===== src/rtl/wmvm_pkg.sv =====
// ----------------------------------------------------------------------------
// wmvm_pkg: shared types and constants for the word memory executor
// Opcodes, status codes, redirect codes and the queue entry type.
// ----------------------------------------------------------------------------
package wmvm_pkg;

  localparam int unsigned MemWords = 1024;
  localparam int unsigned AddrW    = $clog2(MemWords);
  localparam int unsigned CfgW     = 11;

  localparam logic [7:0] OP_NOP   = 8'd0;
  localparam logic [7:0] OP_SET   = 8'd149;
  localparam logic [7:0] OP_LOAD  = 8'd93;
  localparam logic [7:0] OP_STORE = 8'd99;
  localparam logic [7:0] OP_JUMP  = 8'd145;
  localparam logic [7:0] OP_SGZ   = 8'd37;
  localparam logic [7:0] OP_ADD   = 8'd173;
  localparam logic [7:0] OP_MUL   = 8'd51;
  localparam logic [7:0] OP_DIV   = 8'd4;
  localparam logic [7:0] OP_MOD   = 8'd181;
  localparam logic [7:0] OP_OUT   = 8'd193;
  localparam logic [7:0] OP_SLEEP = 8'd191;

  localparam logic [2:0] ST_OK     = 3'd0;
  localparam logic [2:0] ST_BADOP  = 3'd1;
  localparam logic [2:0] ST_BADADR = 3'd2;
  localparam logic [2:0] ST_DIVZ   = 3'd3;
  localparam logic [2:0] ST_NEGJMP = 3'd4;
  localparam logic [2:0] ST_HALTED = 3'd5;

  localparam logic [1:0] RD_NONE = 2'd0;
  localparam logic [1:0] RD_JUMP = 2'd1;
  localparam logic [1:0] RD_SKIP = 2'd2;

  localparam logic [63:0] SleepDiv = 64'd1000;

  // ceil(2^67 / 125): for n up to 2^60, (n * SleepRecip) >> 67 is n / 125,
  // so a magnitude shifted right by 3 gives the magnitude / 1000
  localparam logic [63:0] SleepRecip = 64'd1180591620717411304;

  // decoded request passed from front to back
  typedef struct packed {
    logic [7:0]  op;
    logic        bad_op;
    logic        bad_a;
    logic        bad_b;
    logic        bad_c;
    logic [63:0] a;
    logic [63:0] b;
    logic [63:0] c;
  } req_t;

endpackage


===== src/rtl/wmvm_front.sv =====
// ----------------------------------------------------------------------------
// wmvm_front: request intake and classification
// Checks the opcode and direct addresses and pushes the request into a
// two-entry queue toward the execution side.
// ----------------------------------------------------------------------------
module wmvm_front (
  input  logic                    clk,
  input  logic                    rst_n,
  input  logic                    in_valid,
  output logic                    in_ready,
  input  logic [7:0]              in_req_type,
  input  logic signed [63:0]      in_operand_a,
  input  logic signed [63:0]      in_operand_b,
  input  logic signed [63:0]      in_operand_c,
  input  logic [wmvm_pkg::CfgW-1:0] lim,
  output logic                    q_valid,
  input  logic                    q_ready,
  output wmvm_pkg::req_t          q_req
);
  import wmvm_pkg::*;

  req_t       ent_r [2];
  logic       wp_r, rp_r;
  logic [1:0] cnt_r;
  req_t       dec;
  logic       push, pop;

  function automatic logic bad_addr(input logic [63:0] v, input logic [CfgW-1:0] l);
    bad_addr = (v[63:CfgW] != '0) || (v[CfgW-1:0] >= l);
  endfunction

  // classify the incoming request
  always_comb begin
    dec.op    = in_req_type;
    dec.a     = in_operand_a;
    dec.b     = in_operand_b;
    dec.c     = in_operand_c;
    dec.bad_a = bad_addr(in_operand_a, lim);
    dec.bad_b = bad_addr(in_operand_b, lim);
    dec.bad_c = bad_addr(in_operand_c, lim);
    unique case (in_req_type)
      OP_NOP, OP_SET, OP_LOAD, OP_STORE, OP_JUMP, OP_SGZ, OP_ADD,
      OP_MUL, OP_DIV, OP_MOD, OP_OUT, OP_SLEEP: dec.bad_op = 1'b0;
      default:                                   dec.bad_op = 1'b1;
    endcase
  end

  assign in_ready = (cnt_r != 2'd2);
  assign push     = in_valid && in_ready;
  assign q_valid  = (cnt_r != 2'd0);
  assign pop      = q_valid && q_ready;
  assign q_req    = ent_r[rp_r];

  // hold queue entries
  always_ff @(posedge clk) begin
    if (push) begin
      ent_r[wp_r] <= dec;
    end
  end

  // advance queue pointers
  always_ff @(posedge clk) begin
    if (!rst_n) begin
      wp_r  <= 1'b0;
      rp_r  <= 1'b0;
      cnt_r <= 2'd0;
    end else begin
      if (push) wp_r <= ~wp_r;
      if (pop)  rp_r <= ~rp_r;
      cnt_r <= cnt_r + {1'b0, push} - {1'b0, pop};
    end
  end

  a_cnt_range: assert property (@(posedge clk) disable iff (!rst_n) cnt_r <= 2'd2)
    else $error("queue count out of range");
  a_no_push_full: assert property (@(posedge clk) disable iff (!rst_n)
      cnt_r == 2'd2 |-> !push)
    else $error("push into full queue");
  a_cnt_step: assert property (@(posedge clk) disable iff (!rst_n)
      push && !pop && cnt_r != 2'd2 |=> cnt_r == $past(cnt_r) + 2'd1)
    else $error("queue count not advanced");

endmodule


===== config.mk =====
export PLATFORM = sky130hd
export DESIGN_NAME = wmvm_front
export DESIGN_NICKNAME = d
export VERILOG_FILES = /design/src/rtl/wmvm_pkg.sv /design/src/rtl/wmvm_front.sv
export SDC_FILE = /design/constraint.sdc
export NUM_CORES = 1
export LEC_CHECK = 0
export ABC_AREA = 1
export BUFFER_PORTS_ARGS = -buffer_cell sky130_fd_sc_hd__buf_2
export CAP_MARGIN = 0
export CORE_AREA = 2 2 245 247
export CTS_CLUSTER_DIAMETER = 40
export DETAILED_ROUTE_END_ITERATION = 7
export DIE_AREA = 0 0 247 249
export REMOVE_ABC_BUFFERS = 1
export SETUP_SLACK_MARGIN = 0.2
export SLEW_MARGIN = 10
export SYNTH_ARGS = -nofsm -noshare
export SYNTH_HDL_FRONTEND = slang
export SYNTH_SLANG_ARGS = --single-unit

===== constraint.sdc =====
create_clock -name clk -period 14.7 [get_ports clk]
set_clock_uncertainty 0.15 [all_clocks]
set_input_delay 2.205 -clock clk [delete_from_list [all_inputs] [get_ports clk]]
set_output_delay 2.205 -clock clk [all_outputs]
set_load 0.02 [all_outputs]

# After elaboration in Yosys (flattened, before gate mapping)
# Memories as Yosys holds them, arrays and structs flattened. A register that Yosys moved wholly into a read port is not among the register bits.
# Cells that the tools add are included.
totals:
  inputBits: 215
  output_inout_bits: 206
  romBits: 0
  ff_bits: 4
  latchBits: 0
  n_memories: 1
  wordCells: 39
  ram_bits: 408
mem_list:
  columns: ["name", "depth", "word_bits", "rd", "rd_clocked_by_memory_dff", "wr", "line", "rtl"]
  rows:
  - ["ent_r", 2, 204, 1, 1, 1, "wmvm_front.sv:22", "req_t ent_r [2];"]
op_classes:
  magnitude_cmp: 3
  n_mux: 5
  div_mod_pow: 0
  n_shift: 0
  n_reduce_logical: 11
  n_eq_ne: 12
  add_sub_neg: 2
  mul: 0
  bitwise_logic: 2
op_table:
  columns: ["op", "count"]
  rows:
  - ["$reduce_bool 53->1", 3]
  - ["$eq 8x8->1 const B", 6]
  - ["$ge 11x11->1", 3]
  - ["$eq 8x6->1 const B", 2]
  - ["$eq 8x7->1 const B", 2]
  - ["$reduce_or 12->1", 1]
  - ["$eq 8x3->1 const B", 1]
  - ["$logic_not 8->1", 1]
  - ["$mux 1", 5]
  - ["$logic_or 1x1->1", 3]
  - ["$add 2x1->2", 1]
  - ["$logic_and 1x1->1", 2]
  - ["$ne 2x2->1 const B", 1]
  - ["$not 1->1", 2]
  - ["$reduce_bool 2->1", 1]
  - ["$sub 2x1->2", 1]

# Logic depth before layout (Yosys ltp)
depth:
  word_depth: 4
  ltp_mapped: 10
  depth_no_buf: 10

# Least setup slack after synthesis
# Ideal clock, no wire load.
synth_path:
  path_kind: "input -> register"
  from: "in in_valid"
  to: "mem ent_r[0][0] in the netlist's numbering (enable)"
  t_required_ns: 13.778
  n_path_buf: 0
  slack_ns: 2.999
  stages: 2
  arrival_ns: 10.779
  setup_time_ns: 0.772
  cell_sequence: "nand2_1 -> nor2_1"
synth_between:
  elab_chain_cells: 3
synth_lines:
  columns: ["element", "line", "rtl"]
  rows:
  - ["start: declaration", "wmvm_front.sv:9", "input logic in_valid,"]
  - ["$logic_and 1x1->1", "wmvm_front.sv:49", "assign push = in_valid && in_ready;"]
  - ["$mux 1", "wmvm_front.sv:56", "if (push) begin"]
  - ["$mux 1 (not written as such)", "wmvm_front.sv:57", "ent_r[wp_r] <= dec;"]
  - ["end: declaration", "wmvm_front.sv:22", null]
# No other way between the ends.

==> metrics.cfg <==
[outcome]
status = finished, final reports clean

[sta]
fin_hold_ws_ns = 0.293
finalSetupTns_ns = 0
max_freq_mhz = 163
worst_pin_slew_ns = 1.06
final_max_slew_viol_count = 0
rsz0062_at_grt = false
setup_ws_ns = 8.56
fin_crit_ns = 6.14
slew_headroom_pct = 29.0
finalCritPeriodShare_pct = 41.8
setup_viol = 0
hold_viol = 0

[critical_path]
critPathLaunchType = flop
cp_slowest_stage_delay_ns = 0.96
critical_path_class = reg2out
path_common_cell = buf_4
cp_slowest_cell = dfxtp_4
critPathCaptureType = primary output
worstPathArrival_ns = 3.78
cp.required_ns = 12.35
worstPathMaxFanout = 56
cp_cell_sequence = buf_4 -> buf_4 -> mux2_2 -> buf_2

[final_layout]
nets = 1791
final_area_um2 = 22800
drive_gt1_share_pct = 47.2
area_growth_syn_to_layout_pct = 30.5
ff_latch_area_um2 = 12400
n_fill_cell = 5504
multi_input_area_um2 = 4520
fin_cells = 2379
utilization_pct = 38.9

[die]
initial_utilization_pct = 29.8
die_h_um = 249
row_count = 89
die_x_um = 247
pin_count = 421
die_area_um2 = 61500
fp.coreArea_um2 = 58700

[yosys]
synth.avg_cell_area_um2 = 16.4
synth-seq-area-share_pct = 70.7
synthXorXnorAreaFrac_pct = 0.0501
synth_cell_types = 19
synth_compound_area_share_pct = 0.530
synth-simple-area-share_pct = 6.11
muxShareOfSynthArea_pct = 16.6
synth_fa_ha_area_share_pct = 2.51
synth_cells = 1064
ys_warn_count = 0
synth-seq-cells = 413
synth_top_family_by_area = multiplexers
synthesis.area_um2 = 17500

[global_routing]
grt_usage_pct = 13.4
grt_pass1_vias = 10402
grt_start_max_net_pins = 72
overflow = 0
grt_pass1_wl_um = 61700
antenna_found_initial = 11

[detailed_routing]
dr.pass1.iters = 4
drtAntennaViolNets = 0
wl_per_cell_um = 17.9
routed_wl_um = 42600
drc_errors = 0
avgViaCountPerCell = 4.27
vias = 10151
drtIter0Drc = 463

[run]
cap_violations = 0

[power_and_ir_drop]
ir_worst_vdd_mv = 0.102
powerDensity_nw_per_um2 = 184
leakagePower_nw = 9.33
power_mw = 4.19

[cts]
cts_root_buf = clkbuf_16
clkLatencyLatePin_ns = 0.59
cts-resized-gates = 0
cts_buffers = 69
clock_sinks = 413
clk_pin_slew_ns = 0.04
cts_buffer_depth = 3
hold_buffers = 0
h-tree-depth = 3
post_cts_buffers = 0
cts_tree = built

[placement]
place_congestion = 0.807
port_buffers = 420
place_hpwl_um = 30700
dp_slack_ns = 9.08
place_inst = 2243
dpl_cell_area_um2 = 20400

[hold_path]
hp-class = reg2reg

[flip-flops by register name (all words and copies together), names as in the netlist, named ones only]
name / count
ent_r: 408
cnt_r: 2
rp_r: 1
wp_r: 1
[report_power, final]
part / internal (mW) / leakage (nW) / total, mW / switching, mW
logic: 0.415 / 4.33 / 0.991 / 0.577
registers: 1.50 / 3.83 / 1.57 / 0.0642
clock network: 1.03 / 1.17 / 1.64 / 0.603
[critical path: cells and delay by family (launching register included)]
| family | cells | cell delay [ns] |
|---|---|---|
| buffers and inverters | 3 | 1.73 |
| DFF | 1 | 0.96 |
| muxes | 1 | 0.41 |
[cells by family (layout without fill, tap and decap cells)]
family	Yosys count	in the layout
other	0	10
AO/OA/AOI/OAI	18	18
XOR/XNOR	1	1
AND/OR/NAND/NOR	268	268
flip-flops	413	413
multiplexers	204	204
buffers and inverters	125	657
adder cells (fa/ha/maj)	35	35
[final cells by class]
class	instances	area share [%]
inverters	102	1.68
well taps	773	4.24
multi-input cells	526	19.8
clock buffers	75	7.67
clock inverters	51	2.80
repair buffers	429	9.51
diodes	10	0.110
flip-flops and latches	413	54.2
[Yosys cell counts]
cell      number  area, um2
a21o_1         1       7.51
a21oi_1       13       65.1
and2_1         7       43.8
buf_2          4       20.0
buf_6         19        214
dfxtp_1        5        100
edfxtp_1     408      12300
ha_1          35        438
inv_1        102        383
mux2_2        44        495
mux2_4       160       2400
nand2_1      127        477
nand3_1       15       75.1
nand3b_1       1       7.51
nand4_1        7       43.8
nor2_1       107        402
nor3_1         4       20.0
o21ai_0        4       20.0
xnor2_1        1       8.76
[layer usage]
layer | part of all wire [%] | global-route usage, % | routed length, um | up-vias
li1 | - | - | - | 4829
met5 | 0.091 | 0 | 39 | -
met4 | 3.3 | 6.64 | 1410 | 8
met3 | 6.2 | 3.35 | 2660 | 78
met2 | 50 | 22.7 | 21300 | 324
met1 | 40 | 15.8 | 17200 | 4912
[worst paths after layout]
path                       start                       to  slack, ns  cells past startpoint
max reg2reg  cnt_r[0]$_SDFF_PN0_  ent_r[0][179]$_DFFE_PP_      11.41                      6
max                         flop                 q_req[8]       8.56                      4
min reg2reg    rp_r$_SDFFE_PN0P_                     flop       0.29                      1
min            rp_r$_SDFFE_PN0P_                     flop       0.29                      1
[placed cells by master (no fill, tap or decap), types with 5 or more instances in the layout]
cell / n
inv_1: 102
nand2_1: 127
mux2_2: 44
nand4_1: 7
buf_4: 9
clkinv_4: 8
nor2_1: 105
edfxtp_1: 408
ha_1: 35
diode_2: 10
clkbuf_16: 69
a21oi_1: 13
clkbuf_1: 6
nand3_1: 15
and2_1: 7
mux2_4: 160
clkinv_2: 5
inv_8: 5
inv_6: 16
bufinv_16: 8
buf_2: 420
(Power assumes the default switching activity.)
